File: src/lsnp_pkg.sv
// Shared types and constants of the scan node parser.
// Used by the framer, the node queue, the decoder and the top level.
`timescale 1ns / 1ps
`default_nettype none

package lsnp_pkg;

    localparam int CFG_INDEX_W = 8;
    localparam int CFG_DATA_W  = 14;

    localparam logic [CFG_INDEX_W-1:0] REG_SCAN_ENABLE     = 8'd0;
    localparam logic [CFG_INDEX_W-1:0] REG_QUALITY_MIN     = 8'd1;
    localparam logic [CFG_INDEX_W-1:0] REG_DISTANCE_MIN_MM = 8'd2;
    localparam logic [CFG_INDEX_W-1:0] REG_DISTANCE_MAX_MM = 8'd3;

    localparam logic [13:0] DISTANCE_MAX_RESET = 14'd16383;

    typedef struct packed {
        logic [7:0]         sync_byte;
        logic [7:0]         angle_lo;
        logic [7:0]         angle_hi;
        logic [7:0]         dist_lo;
        logic [7:0]         dist_hi;
        logic signed [15:0] pose_x_cm;
        logic signed [15:0] pose_y_cm;
        logic signed [31:0] heading_q8;
    } node_t;

    typedef struct packed {
        logic       scan_enable;
        logic [5:0] quality_min;
        logic [13:0] distance_min_mm;
        logic [13:0] distance_max_mm;
    } cfg_t;

endpackage

`default_nettype wire

File: src/lidar_scan_node_parser_unit.sv
// Top level of the scan node parser: configuration registers, framer, node queue, decoder.
// Depends on lsnp_pkg, lsnp_front, lsnp_queue and lsnp_back.
//
//   Channel   Signals                                  Direction
//   bytes     in_valid / in_stall, rx_byte, pose       in
//   nodes     out_valid / out_stall, decoded record    out
//   config    cfg_write_en, cfg_index, cfg_data        in
//
// One byte is taken every cycle unless the queue is full; a node is queued, then registered.
// The framer and the output register each run at one beat a cycle; the queue absorbs stalls.
// Bytes are stalled only while the node queue is full.
// Reset clears the framer, the queue and the configuration; there is no clearing pass.
`timescale 1ns / 1ps
`default_nettype none

module lidar_scan_node_parser_unit
    import lsnp_pkg::*;
#(
    parameter int QUEUE_DEPTH = 2
)
(
    input  wire logic                   clk,
    input  wire logic                   rst_n,
    input  wire logic                   in_valid,
    output logic                        in_stall,
    input  wire logic [7:0]             rx_byte,
    input  wire logic signed [15:0]     pose_x_cm,
    input  wire logic signed [15:0]     pose_y_cm,
    input  wire logic signed [31:0]     heading_q8,
    output logic                        out_valid,
    input  wire logic                   out_stall,
    output logic [16:0]                 angle_q8,
    output logic [13:0]                 range_mm,
    output logic [5:0]                  quality,
    output logic signed [15:0]          out_x_cm,
    output logic signed [15:0]          out_y_cm,
    output logic signed [31:0]          out_heading_q8,
    output logic [7:0]                  check_xor,
    output logic                        new_revolution,
    input  wire logic                   cfg_write_en,
    input  wire logic [CFG_INDEX_W-1:0] cfg_index,
    input  wire logic [CFG_DATA_W-1:0]  cfg_data
);

    cfg_t  cfg_reg;
    logic  restart;
    logic  byte_accept;
    logic  push;
    node_t push_node;
    logic  pop;
    logic  queue_full;
    logic  queue_not_empty;
    node_t head_node;

    assign restart     = cfg_write_en && (cfg_index == REG_SCAN_ENABLE) && cfg_data[0];
    assign in_stall    = queue_full;
    assign byte_accept = in_valid && !in_stall;

    always_ff @(posedge clk or negedge rst_n)
    begin
        if (!rst_n)
        begin
            cfg_reg.scan_enable     <= 1'b0;
            cfg_reg.quality_min     <= '0;
            cfg_reg.distance_min_mm <= '0;
            cfg_reg.distance_max_mm <= DISTANCE_MAX_RESET;
        end
        else if (cfg_write_en)
        begin
            case (cfg_index)
                REG_SCAN_ENABLE:     cfg_reg.scan_enable     <= cfg_data[0];
                REG_QUALITY_MIN:     cfg_reg.quality_min     <= cfg_data[5:0];
                REG_DISTANCE_MIN_MM: cfg_reg.distance_min_mm <= cfg_data[13:0];
                REG_DISTANCE_MAX_MM: cfg_reg.distance_max_mm <= cfg_data[13:0];
                default:             ;
            endcase
        end
    end

    lsnp_front u_front (
        .clk         (clk),
        .rst_n       (rst_n),
        .restart     (restart),
        .scan_enable (cfg_reg.scan_enable),
        .byte_accept (byte_accept),
        .rx_byte     (rx_byte),
        .pose_x_cm   (pose_x_cm),
        .pose_y_cm   (pose_y_cm),
        .heading_q8  (heading_q8),
        .push        (push),
        .push_node   (push_node)
    );

    lsnp_queue #(
        .DEPTH (QUEUE_DEPTH)
    ) u_queue (
        .clk       (clk),
        .rst_n     (rst_n),
        .push      (push),
        .push_node (push_node),
        .pop       (pop),
        .full      (queue_full),
        .not_empty (queue_not_empty),
        .head_node (head_node)
    );

    lsnp_back u_back (
        .clk            (clk),
        .rst_n          (rst_n),
        .cfg            (cfg_reg),
        .node_ready     (queue_not_empty),
        .node           (head_node),
        .pop            (pop),
        .out_valid      (out_valid),
        .out_stall      (out_stall),
        .angle_q8       (angle_q8),
        .range_mm       (range_mm),
        .quality        (quality),
        .out_x_cm       (out_x_cm),
        .out_y_cm       (out_y_cm),
        .out_heading_q8 (out_heading_q8),
        .check_xor      (check_xor),
        .new_revolution (new_revolution)
    );

endmodule

`default_nettype wire

File: src/lsnp_front.sv
// Byte framer: collects five-byte scan nodes and pushes each complete one to the queue.
// Depends on lsnp_pkg.
`timescale 1ns / 1ps
`default_nettype none

module lsnp_front
    import lsnp_pkg::*;
(
    input  wire logic               clk,
    input  wire logic               rst_n,
    input  wire logic               restart,
    input  wire logic               scan_enable,
    input  wire logic               byte_accept,
    input  wire logic [7:0]         rx_byte,
    input  wire logic signed [15:0] pose_x_cm,
    input  wire logic signed [15:0] pose_y_cm,
    input  wire logic signed [31:0] heading_q8,
    output logic                    push,
    output node_t                   push_node
);

    typedef enum logic [2:0] {
        POS_SYNC,
        POS_ANGLE_LO,
        POS_ANGLE_HI,
        POS_DIST_LO,
        POS_DIST_HI
    } pos_t;

    pos_t       pos_reg;
    pos_t       pos_next;
    logic [7:0] sync_byte_reg;
    logic [7:0] angle_lo_reg;
    logic [7:0] angle_hi_reg;
    logic [7:0] dist_lo_reg;
    logic       take;

    assign take = byte_accept && scan_enable;

    always_comb
    begin
        pos_next = pos_reg;
        push     = 1'b0;
        if (take)
        begin
            case (pos_reg)
                POS_SYNC:     pos_next = (rx_byte[0] ^ rx_byte[1]) ? POS_ANGLE_LO : POS_SYNC;
                POS_ANGLE_LO: pos_next = rx_byte[0] ? POS_ANGLE_HI : POS_SYNC;
                POS_ANGLE_HI: pos_next = POS_DIST_LO;
                POS_DIST_LO:  pos_next = POS_DIST_HI;
                POS_DIST_HI:
                begin
                    pos_next = POS_SYNC;
                    push     = 1'b1;
                end
                default:      pos_next = POS_SYNC;
            endcase
        end
    end

    always_ff @(posedge clk or negedge rst_n)
    begin
        if (!rst_n)
        begin
            pos_reg <= POS_SYNC;
        end
        else if (restart)
        begin
            pos_reg <= POS_SYNC;
        end
        else
        begin
            pos_reg <= pos_next;
        end
    end

    always_ff @(posedge clk)
    begin
        if (take)
        begin
            case (pos_reg)
                POS_SYNC:     sync_byte_reg <= rx_byte;
                POS_ANGLE_LO: angle_lo_reg  <= rx_byte;
                POS_ANGLE_HI: angle_hi_reg  <= rx_byte;
                POS_DIST_LO:  dist_lo_reg   <= rx_byte;
                default:      ;
            endcase
        end
    end

    always_comb
    begin
        push_node.sync_byte  = sync_byte_reg;
        push_node.angle_lo   = angle_lo_reg;
        push_node.angle_hi   = angle_hi_reg;
        push_node.dist_lo    = dist_lo_reg;
        push_node.dist_hi    = rx_byte;
        push_node.pose_x_cm  = pose_x_cm;
        push_node.pose_y_cm  = pose_y_cm;
        push_node.heading_q8 = heading_q8;
    end

    a_push_only_on_last: assert property (@(posedge clk) disable iff (!rst_n)
        push |-> (pos_reg == POS_DIST_HI) && scan_enable)
        else $error("node pushed outside the last byte position");

    a_push_returns_to_sync: assert property (@(posedge clk) disable iff (!rst_n)
        push && !restart |=> pos_reg == POS_SYNC)
        else $error("framer did not return to the sync position after a node");

    a_angle_check_bit: assert property (@(posedge clk) disable iff (!rst_n)
        take && !restart && (pos_reg == POS_ANGLE_LO) && !rx_byte[0] |=> pos_reg == POS_SYNC)
        else $error("framer kept a node whose check bit was clear");

endmodule

`default_nettype wire

File: src/lsnp_queue.sv
// Short first-in first-out queue of complete scan nodes between framer and decoder.
// Depends on lsnp_pkg.
`timescale 1ns / 1ps
`default_nettype none

module lsnp_queue
    import lsnp_pkg::*;
#(
    parameter int DEPTH = 2
)
(
    input  wire logic  clk,
    input  wire logic  rst_n,
    input  wire logic  push,
    input  wire node_t push_node,
    input  wire logic  pop,
    output logic       full,
    output logic       not_empty,
    output node_t      head_node
);

    localparam int PTR_W   = (DEPTH > 1) ? $clog2(DEPTH) : 1;
    localparam int COUNT_W = $clog2(DEPTH + 1);

    node_t              slots [DEPTH];
    logic [PTR_W-1:0]   wr_ptr_reg;
    logic [PTR_W-1:0]   rd_ptr_reg;
    logic [COUNT_W-1:0] count_reg;
    logic [COUNT_W-1:0] count_next;

    assign full      = (count_reg == COUNT_W'(DEPTH));
    assign not_empty = (count_reg != '0);
    assign head_node = slots[rd_ptr_reg];

    always_comb
    begin
        count_next = count_reg;
        if (push && !pop)
        begin
            count_next = count_reg + COUNT_W'(1);
        end
        else if (pop && !push)
        begin
            count_next = count_reg - COUNT_W'(1);
        end
    end

    always_ff @(posedge clk or negedge rst_n)
    begin
        if (!rst_n)
        begin
            wr_ptr_reg <= '0;
            rd_ptr_reg <= '0;
            count_reg  <= '0;
        end
        else
        begin
            count_reg <= count_next;
            if (push)
            begin
                wr_ptr_reg <= (wr_ptr_reg == PTR_W'(DEPTH - 1)) ? '0 : wr_ptr_reg + PTR_W'(1);
            end
            if (pop)
            begin
                rd_ptr_reg <= (rd_ptr_reg == PTR_W'(DEPTH - 1)) ? '0 : rd_ptr_reg + PTR_W'(1);
            end
        end
    end

    always_ff @(posedge clk)
    begin
        if (push)
        begin
            slots[wr_ptr_reg] <= push_node;
        end
    end

    a_no_overflow: assert property (@(posedge clk) disable iff (!rst_n)
        push |-> !full || pop)
        else $error("node pushed into a full queue");

    a_no_underflow: assert property (@(posedge clk) disable iff (!rst_n)
        pop |-> not_empty)
        else $error("node taken from an empty queue");

    a_count_bounded: assert property (@(posedge clk) disable iff (!rst_n)
        count_reg <= COUNT_W'(DEPTH))
        else $error("queue count beyond its depth");

endmodule

`default_nettype wire

File: src/lsnp_back.sv
// Node decoder: extracts angle, distance and quality, applies the filters, builds the
// checksum and holds the result in the output register. Depends on lsnp_pkg.
`timescale 1ns / 1ps
`default_nettype none

module lsnp_back
    import lsnp_pkg::*;
(
    input  wire logic                clk,
    input  wire logic                rst_n,
    input  wire cfg_t                cfg,
    input  wire logic                node_ready,
    input  wire node_t               node,
    output logic                     pop,
    output logic                     out_valid,
    input  wire logic                out_stall,
    output logic [16:0]              angle_q8,
    output logic [13:0]              range_mm,
    output logic [5:0]               quality,
    output logic signed [15:0]       out_x_cm,
    output logic signed [15:0]       out_y_cm,
    output logic signed [31:0]       out_heading_q8,
    output logic [7:0]               check_xor,
    output logic                     new_revolution
);

    logic               valid_reg;
    logic [16:0]        angle_reg;
    logic [13:0]        dist_reg;
    logic [5:0]         quality_reg;
    logic signed [15:0] x_reg;
    logic signed [15:0] y_reg;
    logic signed [31:0] heading_reg;
    logic [7:0]         xor_reg;
    logic               sync_reg;

    logic               can_load;
    logic               pass;
    logic [16:0]        angle_dec;
    logic [13:0]        dist_dec;
    logic [5:0]         quality_dec;
    logic [7:0]         xor_dec;

    assign angle_dec   = {node.angle_hi, node.angle_lo[7:1], 2'b00};
    assign dist_dec    = {node.dist_hi, node.dist_lo[7:2]};
    assign quality_dec = node.sync_byte[7:2];

    assign pass = (quality_dec >= cfg.quality_min)
               && (dist_dec <= cfg.distance_max_mm)
               && (dist_dec >= cfg.distance_min_mm);

    assign xor_dec = angle_dec[7:0] ^ angle_dec[15:8] ^ {7'd0, angle_dec[16]}
                   ^ dist_dec[7:0] ^ {2'd0, dist_dec[13:8]}
                   ^ {2'd0, quality_dec}
                   ^ node.pose_x_cm[7:0] ^ node.pose_x_cm[15:8]
                   ^ node.pose_y_cm[7:0] ^ node.pose_y_cm[15:8]
                   ^ node.heading_q8[7:0] ^ node.heading_q8[15:8]
                   ^ node.heading_q8[23:16] ^ node.heading_q8[31:24];

    assign can_load = !valid_reg || !out_stall;
    assign pop      = node_ready && can_load;

    always_ff @(posedge clk or negedge rst_n)
    begin
        if (!rst_n)
        begin
            valid_reg <= 1'b0;
        end
        else if (can_load)
        begin
            valid_reg <= pop && pass;
        end
    end

    always_ff @(posedge clk)
    begin
        if (pop && pass)
        begin
            angle_reg   <= angle_dec;
            dist_reg    <= dist_dec;
            quality_reg <= quality_dec;
            x_reg       <= node.pose_x_cm;
            y_reg       <= node.pose_y_cm;
            heading_reg <= node.heading_q8;
            xor_reg     <= xor_dec;
            sync_reg    <= node.sync_byte[0];
        end
    end

    assign out_valid      = valid_reg;
    assign angle_q8       = angle_reg;
    assign range_mm       = dist_reg;
    assign quality        = quality_reg;
    assign out_x_cm       = x_reg;
    assign out_y_cm       = y_reg;
    assign out_heading_q8 = heading_reg;
    assign check_xor      = xor_reg;
    assign new_revolution = sync_reg;

    a_pop_only_when_free: assert property (@(posedge clk) disable iff (!rst_n)
        pop |-> !valid_reg || !out_stall)
        else $error("node taken while the output register was held");

    a_filtered_node_dropped: assert property (@(posedge clk) disable iff (!rst_n)
        pop && !pass |=> !valid_reg)
        else $error("filtered node reached the output");

    a_angle_step: assert property (@(posedge clk) disable iff (!rst_n)
        valid_reg |-> angle_reg[1:0] == 2'b00)
        else $error("angle in the output register is not a multiple of four");

endmodule

`default_nettype wire

File: config.mk
export PLATFORM = sky130hd
export DESIGN_NAME = lidar_scan_node_parser_unit
export DESIGN_NICKNAME = d
export VERILOG_FILES = /design/src/lsnp_pkg.sv /design/src/lidar_scan_node_parser_unit.sv /design/src/lsnp_front.sv /design/src/lsnp_queue.sv /design/src/lsnp_back.sv
export SDC_FILE = /design/constraint.sdc
export NUM_CORES = 1
export LEC_CHECK = 0
export BUFFER_PORTS_ARGS = -buffer_cell sky130_fd_sc_hd__buf_2
export CAP_MARGIN = 20
export CORE_MARGIN = 5
export CORE_UTILIZATION = 45
export CTS_BUF_LIST = sky130_fd_sc_hd__clkbuf_16
export DETAILED_ROUTE_END_ITERATION = 12
export PLACE_DENSITY = 0.65
export SKIP_CTS_REPAIR_TIMING = 1
export SYNTH_ARGS = -nofsm -noshare
export SYNTH_HDL_FRONTEND = slang
export SYNTH_SLANG_ARGS = --single-unit
File: constraint.sdc
create_clock -name clk -period 8.3 [get_ports clk]
set_input_delay 0.83 -clock clk [delete_from_list [all_inputs] [get_ports clk]]
set_output_delay 0.83 -clock clk [all_outputs]
set_load 0.03 [all_outputs]
* Yosys cells after proc, flatten, opt, wreduce, memory -nomap -nowiden
Memories as Yosys holds them, arrays and structs flattened.
Index checks and enable logic that the tools add are counted.
** Word-level totals
- Input port bits :: 99
- Word-level logic and storage cells :: 93
- Memory bits (writable) :: 208
- Memories kept :: 1
- Register bits after elaboration :: 183
- Output and inout port bits :: 112
** Operators by class
- Bitwise operators :: 14
- Equality and inequality tests :: 8
- Mux-type cells :: 13
- Reduce and logical (&&, ||, !) cells :: 29
- Add/sub/neg operators :: 4
- $lt $le $gt $ge :: 3
** Memories
- u_queue.slots :: words 2, width 104, read ports 1, clocked after memory_dff 0, wr ports 1, RTL line lsnp_queue.sv:25 : node_t slots [DEPTH];
** Operator list (count)
- 8-bit XOR :: 10
- 8-bit by 2-bit equality test with 1-bit output (second input constant) :: 2
- 2-bit AND reduction :: 8
- 8-bit by 6-bit XOR with 8-bit output :: 2
- 14-bit greater-or-equal comparator :: 1
- 14-bit less-or-equal comparator :: 1
- 3-bit one-hot mux with 4 select lines :: 1
- 1-bit logical AND :: 10
- 8-bit by 1-bit equality test with 1-bit output (second input constant) :: 1
- 8-bit logical NOT :: 1
- 8-bit by 1-bit XOR with 8-bit output :: 1
- 1-bit two-way mux :: 7
- 3-bit by 2-bit equality test with 1-bit output (second input constant) :: 2
- 6-bit greater-or-equal comparator :: 1
- 2-bit two-way mux :: 3
- 3-bit two-way mux :: 2
- 2-bit nonzero test :: 3
- 1-bit logical NOT :: 5
- 3-bit by 1-bit equality test with 1-bit output (second input constant) :: 1
- 3-bit equality test (second input constant) :: 1
- 3-bit logical NOT :: 1
- 1-bit adder (second input constant) :: 2
- 2-bit by 1-bit adder with 2-bit output (second input constant) :: 1
- 2-bit equality test (second input constant) :: 1
- other kinds (3) :: 3

* Logic depth before layout (Yosys ltp)
Gate-level depths: netlist of run 1.
An unclocked memory read counts as a cell.
- Depth after elaboration :: 14
- Depth in mapped cells :: 12
- Gate-level depth less buffers :: 7

* By module
A second synthesis of run 1 with hierarchy kept.
** Second synthesis, totals
- Cell total of the unflattened synthesis :: 873
- Area total of the unflattened synthesis :: 16097.9 um^2
** Modules (own cells, without submodules)
- lsnp_queue :: area each 7945.1 um^2, seq. area each 6346.1 um^2, cells an instance 340, times used 1
- lsnp_back :: area each 4944.7 um^2, seq. area each 3268.1 um^2, cells an instance 325, times used 1
- lsnp_front :: area each 1699.1 um^2, seq. area each 1036.0 um^2, cells an instance 127, times used 1
- lidar_scan_node_parser_unit :: area each 1508.9 um^2, seq. area each 893.4 um^2, cells an instance 81, times used 1

* Worst setup path after synthesis of run 1
No wires, ideal clock.
- Path kind :: input-to-reg
- Start point :: input in_valid
- End point :: memory u_queue.slots[0][0] (netlist bit) (enable)
- Data required time :: 7.728 ns
- Data arrival time :: 6.046 ns
- Stages :: 3
- Setup time :: 0.572 ns
- Buffers on the path :: 0
- Slack :: 1.682 ns
- Path through :: nand3b_1 > nor4b_1 > nor2b_1
** On the way
- Longest elaborated chain between the ends :: 5
** RTL lines
- from (decl) :: RTL line lidar_scan_node_parser_unit.sv:24 : input wire logic in_valid,
- 1-bit logical AND :: RTL line lidar_scan_node_parser_unit.sv:57 : assign byte_accept = in_valid && !in_stall;
- 1-bit logical AND :: RTL line lsnp_front.sv:38 : assign take = byte_accept && scan_enable;
- 1-bit two-way mux :: RTL line lsnp_front.sv:44 : if (take)
- via push :: RTL line lidar_scan_node_parser_unit.sv:48 : logic push;
- 1-bit two-way mux :: RTL line lsnp_queue.sv:72 : if (push)
- 1-bit two-way mux (not written as such) :: RTL line lsnp_queue.sv:74 : slots[wr_ptr_reg] <= push_node;
- to (decl) :: RTL line lsnp_queue.sv:25
The timed path passes the listed nets, and every way through them passes these cells.

==> qor.yml, run 1 <==
grt:
  grt_pass1_wl_mm: 45.4
  gr-total-overflow: 0
  antenna_found_initial: 0
  grt_pass1_vias: 7382
  grt_usage_pct: 16.4
  grt_max_degree: 73
timing:
  hold_viol_final: 0
  grt_setup_unrepaired: "no"
  min_period_ps: 4930
  final.period_utilization_pct: 59.4
  skew_ps: 41.6
  tns_ps: 0
  finalSetupViolCount: 0
  relSlewSlack_pct: 30.2
  fmax_ghz: 0.203
  slew_viol_final: 0
  tightest_slew_ps: 1050
setup_path:
  r2r-start: "u_queue.rd_ptr_reg$_DFFE_PN0P_"
  critPathCapture: "u_back.out_y_cm[11]$_DFFE_PP_"
  r2r_cells: 9
  required_ps: 8450
  critPathMaxFanout: 72
  crit_type: "reg2reg"
  startpoint: "u_queue.rd_ptr_reg$_DFFE_PN0P_"
  reg2reg_to: "u_back.out_y_cm[11]$_DFFE_PP_"
  worst_setup_path_start_kind: "register"
  rrSetupSlack_ps: 3370
  endpoint_kind: "register"
  arrival_ps: 5070
cts:
  clkLatencyLatePin_ps: 550
  clockBufferDepth: 3
  cts_buffers: 41
  cts_root_buffer: "clkbuf_16"
  cts_tree: "done"
  htreeDepth: 2
  clkTransAtPathRegs_ps: 60
  numClockSinks: 379
routing:
  dr.pass1.iters: 6
  via_per_inst: 4.95
  dr.first_iter.drc_count: 373
  num_vias: 7330
  wl_mm: 31.1
  drtAntennaViolNets: 0
  drc_errors: 0
  wl_per_cell_um: 21.0
synth:
  yosys.cell_types.count: 50
  synth_ff_type: "edfxtp_1"
  async_reset_ff_share_pct: 11.3
  yosys.area.top_type: "edfxtp_1"
  avgSynthCellArea_um2: 19.9
  yosys-top-cells-area: "edfxtp_1 67%, mux2_2 8.7%, dfrtp_1 4.8%, ha_1 2.9%, xor3_1 2.8%"
  synth-seq-area-share_pct: 74.3
  synth-seq-cells: 379
  synth-edff-count: 336
  syn_inst: 756
  mappedNetlistArea_um2: 15100
  yosysWarnings: 0
  synthDominantCellAreaShare_pct: 67.0
floorplan:
  fp.dieH_um: 193
  die_w_um: 193
  row_count: 67
  coreArea_um2: 33300
  ios: 211
  start_util_pct: 45.3
  die-area_um2: 37200
status:
  status: "complete, no violations"
placement:
  place_area_um2: 16600
  io_buffers: 208
  dp_hpwl_mm: 21.3
  place_congestion: 0.821
finish:
  drive_gt1_share_pct: 41.6
  layout_common_cells: "336 x edfxtp_1, 208 x buf_2, 116 x mux2_2"
  syn2layout_area_growth_pct: 19.7
  stdcell_area_um2: 18000
  antenna-diode-count: 0
  final_common_cell: "edfxtp_1"
  largest_reg_flops: 200
  nets: 1135
pwr:
  vdd_ir_drop_max_mv: 0.174
  power_density_nw_per_um2: 338
  p_leak_uw: 0.00691
flow_run:
  max_cap_violations: 0
hold_path:
  hp-class: "in2async"
[worst min path at each step]
stage,cells after the start,from,to,slack (ps)
2_1_floorplan,0,u_front.sync_byte_reg[4]$_DFFE_PP_,u_queue.slots[0][100]$_DFFE_PP_,420
3_3_place_gp,0,u_front.dist_lo_reg[7]$_DFFE_PP_,u_queue.slots[0][79]$_DFFE_PP_,420
3_5_place_dp,0,u_front.dist_lo_reg[3]$_DFFE_PP_,u_queue.slots[0][75]$_DFFE_PP_,430
4_1_cts,0,u_front.dist_lo_reg[3]$_DFFE_PP_,u_queue.slots[0][75]$_DFFE_PP_,440
5_1_grt,1,rst_n,cfg_reg[27]$_DFFE_PN0P_,320
6_report,1,rst_n,cfg_reg[23]$_DFFE_PN0P_,310
[critical path, stage by stage (launching register included)]
cell and delay, ps:
dfrtp_4 990, buf_4 710, mux2_2 470, ha_1 290, o21ai_0 70, o21ai_0 130
o2111ai_1 120, nand2_1 90, and4_4 930, buf_4 590
[Yosys cell counts (4+ instances only)]
| master | count |
|---|---|
| a21oi_1 | 8 |
| and2_1 | 6 |
| buf_12 | 4 |
| buf_4 | 6 |
| dfrtp_1 | 29 |
| dfstp_2 | 14 |
| edfxtp_1 | 336 |
| ha_1 | 35 |
| inv_1 | 37 |
| mux2_2 | 116 |
| mux2_4 | 16 |
| nand2_1 | 13 |
| nand4_1 | 6 |
| nor2_1 | 7 |
| nor3_1 | 4 |
| o21ai_0 | 7 |
| xnor2_1 | 4 |
| xnor3_1 | 12 |
| xor2_1 | 33 |
| xor3_1 | 18 |
[metrics by stage]
stage	total power, uW	hold WS (ps)	setup WS (ps)	utilization (%)	std cells
2_1_floorplan	3870	421	1680	-	757
3_3_place_gp	4260	422	3350	49.8	1405
3_5_place_dp	4280	430	3340	49.8	1405
4_1_cts	6170	439	3300	54.1	1481
5_1_grt	6360	323	3060	54.2	1482
6_report	6090	305	3370	54.2	1482
[report_power, final]
part	internal, uW	total, uW	switching (uW)
Clock	1150	1880	737
Combinational	827	1710	885
Sequential	2360	2500	132
[area by class of cell]
cell class,count,area [um2]
fill,2708,15300
sequential,379,11200
multi-input combinational,325,3590
timing repair buffer,217,1130
clock buffer,42,1050
tap,448,561
clock inverter,34,374
inverter,37,139
[layer usage]
layer	track usage [%]	vias up	part of all wire, %
li1	-	3406	-
met1	22.1	3678	43
met2	27.6	201	50
met3	3.40	45	5.2
met4	4.30	0	2.1
met5	0	-	0
[kinds of logic after synthesis]
logic type / count (synthesis) / synth area share [%]
AOI/OAI and AO/OA: 35 / 1.60
and+or+nand+nor: 52 / 1.89
xor gates and xnor gates: 67 / 6.79
DFF: 379 / 74.3
buffers and inverters: 53 / 2.06
other: 1 / 0.0249
adders and majority gates: 35 / 2.91
muxes: 134 / 10.5
Power figures use the tool's default switching activity.
==> inputs of run 2 (changes only) <==
Settings changed: PLACE_DENSITY 0.65 to 0.68.
Clock period 8.3 ns to 4.2 ns, I/O delays scaled along.
==> run 2 against run 1 <==
Compared with the run above: via count up 0.16%; worst setup slack worse by 2800 ps; clock skew is 19 ps lower; global-route usage up 0.44 points; die area unchanged; clock-buffer cell count stayed put; clock power rose by 87%; fmax grew 36%; non-clock buffer count increased by 10; sequential share of layout area down 0.12 points; utilization grew 0.11 points; flip-flop and latch count did not move.
==> qor.yml, run 2 (synthesis gave the netlist of run 1 again) <==
status:
  status: "complete, no violations"
finish:
  drive_gt1_share_pct: 41.8
  largest_reg_flops: 200
  fillers: 2663
  layout_common_cells: "336 x edfxtp_1, 208 x buf_2, 116 x mux2_2"
  instances_no_fill: 1490
  final_common_cell: "edfxtp_1"
  fin_util_pct: 54.3
  nets: 1144
  syn2layout_area_growth_pct: 19.9
grt:
  antenna_found_initial: 2
  grt_pass1_wl_mm: 46.7
  gr-total-overflow: 0
  grt_max_degree: 68
  grt_usage_pct: 16.9
  grt_pass1_vias: 7672
setup_path:
  critPathBufInv: 1
  slowest_delay_ps: 790
  slowest_stage: "dfrtp_4"
  required_ps: 4350
  arrival_ps: 3780
  critPathMaxFanout: 41
  endpoint_kind: "register"
  cp_cell_sequence: "mux2_2, ha_1, nand4_1, or4_1, o211a_1, o41ai_1, and4_4, buf_4"
  crit_type: "reg2reg"
  cp_top_family: "simple AND/OR/NAND/NOR gates"
  worst_setup_path_start_kind: "register"
routing:
  wl_per_cell_um: 21.5
  drc_errors: 0
  dr.pass1.iters: 4
  num_vias: 7342
  wl_mm: 32.0
  dr.first_iter.drc_count: 456
  drtAntennaViolNets: 0
  via_per_inst: 4.93
timing:
  tightest_slew_ps: 941
  relSlewSlack_pct: 36.3
  grt_setup_unrepaired: "no"
  tns_ps: 0
  finalSetupViolCount: 0
  final.period_utilization_pct: 86.3
  slew_viol_final: 0
  fmax_ghz: 0.276
  hold_viol_final: 0
  skew_ps: 22.7
  min_period_ps: 3630
cts:
  cts_root_buffer: "clkbuf_16"
  numClockSinks: 379
  clkLatencyLatePin_ps: 530
  cts_tree: "done"
  clkTransAtPathRegs_ps: 60
  cts_buffers: 40
  clockBufferDepth: 3
  htreeDepth: 2
floorplan:
  die_w_um: 193
  coreArea_um2: 33300
  ios: 211
  die-area_um2: 37200
  start_util_pct: 45.3
  row_count: 67
  fp.dieH_um: 193
placement:
  dpl.cell_count: 1414
  io_buffers: 208
  dp_hpwl_mm: 22.3
  place_congestion: 0.833
pwr:
  p_leak_uw: 0.00694
  vdd_ir_drop_max_mv: 0.352
  power_density_nw_per_um2: 659
hold_path:
  hp-class: "in2reg"
flow_run:
  max_cap_violations: 0
run 2: changes by cell type in the layout (fill, tap and decap cells not counted), sizes merged:
cell         change
diode            +1
clkinv           +3
clkinvlp         -4
bufinv           -2
buf              +9
dlygate4sd3      +1
run 2: cell type report:
| cell class | count | area, um2 | share of cell area, % |
|---|---|---|---|
| flip-flops and latches | 379 | 11200 | 61.9 |
| multi-input cells | 325 | 3590 | 19.9 |
| repair buffers | 227 | 1260 | 6.98 |
| clock buffers | 42 | 1050 | 5.82 |
| well taps | 448 | 561 | 3.10 |
| clock inverters | 31 | 274 | 1.52 |
| inverters | 37 | 139 | 0.769 |
| diodes | 1 | 2.50 | 0.0139 |
run 2: report_power, final:
group	total, uW	leakage [uW]	internal, uW	switching (uW)
Clock	3520	0.000681	2120	1400
Sequential	4880	0.00357	4670	209
Combinational	3510	0.00269	1670	1840
Total	11900	0.00694	8450	3450
run 2: worst paths after layout:
| check | start | endpoint | slack, ps | cells after the start |
|---|---|---|---|---|
| setup / recovery | u_queue.rd_ptr_reg$_DFFE_PN0P_ | u_back.out_x_cm[12]$_DFFE_PP_ | 570 | 8 |
| hold / removal | heading_q8[6] | u_queue.slots[0][6]$_DFFE_PP_ | 80 | 1 |
| setup reg to reg | u_queue.rd_ptr_reg$_DFFE_PN0P_ | u_back.out_x_cm[12]$_DFFE_PP_ | 570 | 8 |
| hold reg to reg | u_front.dist_lo_reg[4]$_DFFE_PP_ | u_queue.slots[1][76]$_DFFE_PP_ | 450 | 0 |
| max in group asynchronous | rst_n | cfg_reg[9]$_DFFE_PN1P_ | 3240 | 3 |
| min in group asynchronous | rst_n | cfg_reg[16]$_DFFE_PN0P_ | 390 | 2 |
run 2: worst reg2reg max path, delay by kind of cell (launching register included):
kind                       cells  cell delay (ps)
AOI/OAI and AO/OA              2              200
adders and majority gates      1              340
buffers and inverters          1              470
DFF                            1              790
muxes                          1              490
and+or+nand+nor                3              930
run 2: through the flow:
stage	worst slack, ps	cell area (um2)	hold WS [ps]	power, uW
final	573	18100	78.9	11900
after global routing	295	18100	54.3	12400
after CTS	514	18000	50.9	12100
after detailed placement	530	16700	432	8520
after global placement	554	16700	422	8490
after floorplan	348	15100	124	7620
run 2: layer usage:
layer	wire (um)	global-route usage (%)	vias up
met1	12900	22.4	3670
li1	-	-	3411
met2	16000	28.2	206
met5	13	0	-
met3	2130	3.51	53
met4	898	5.39	2
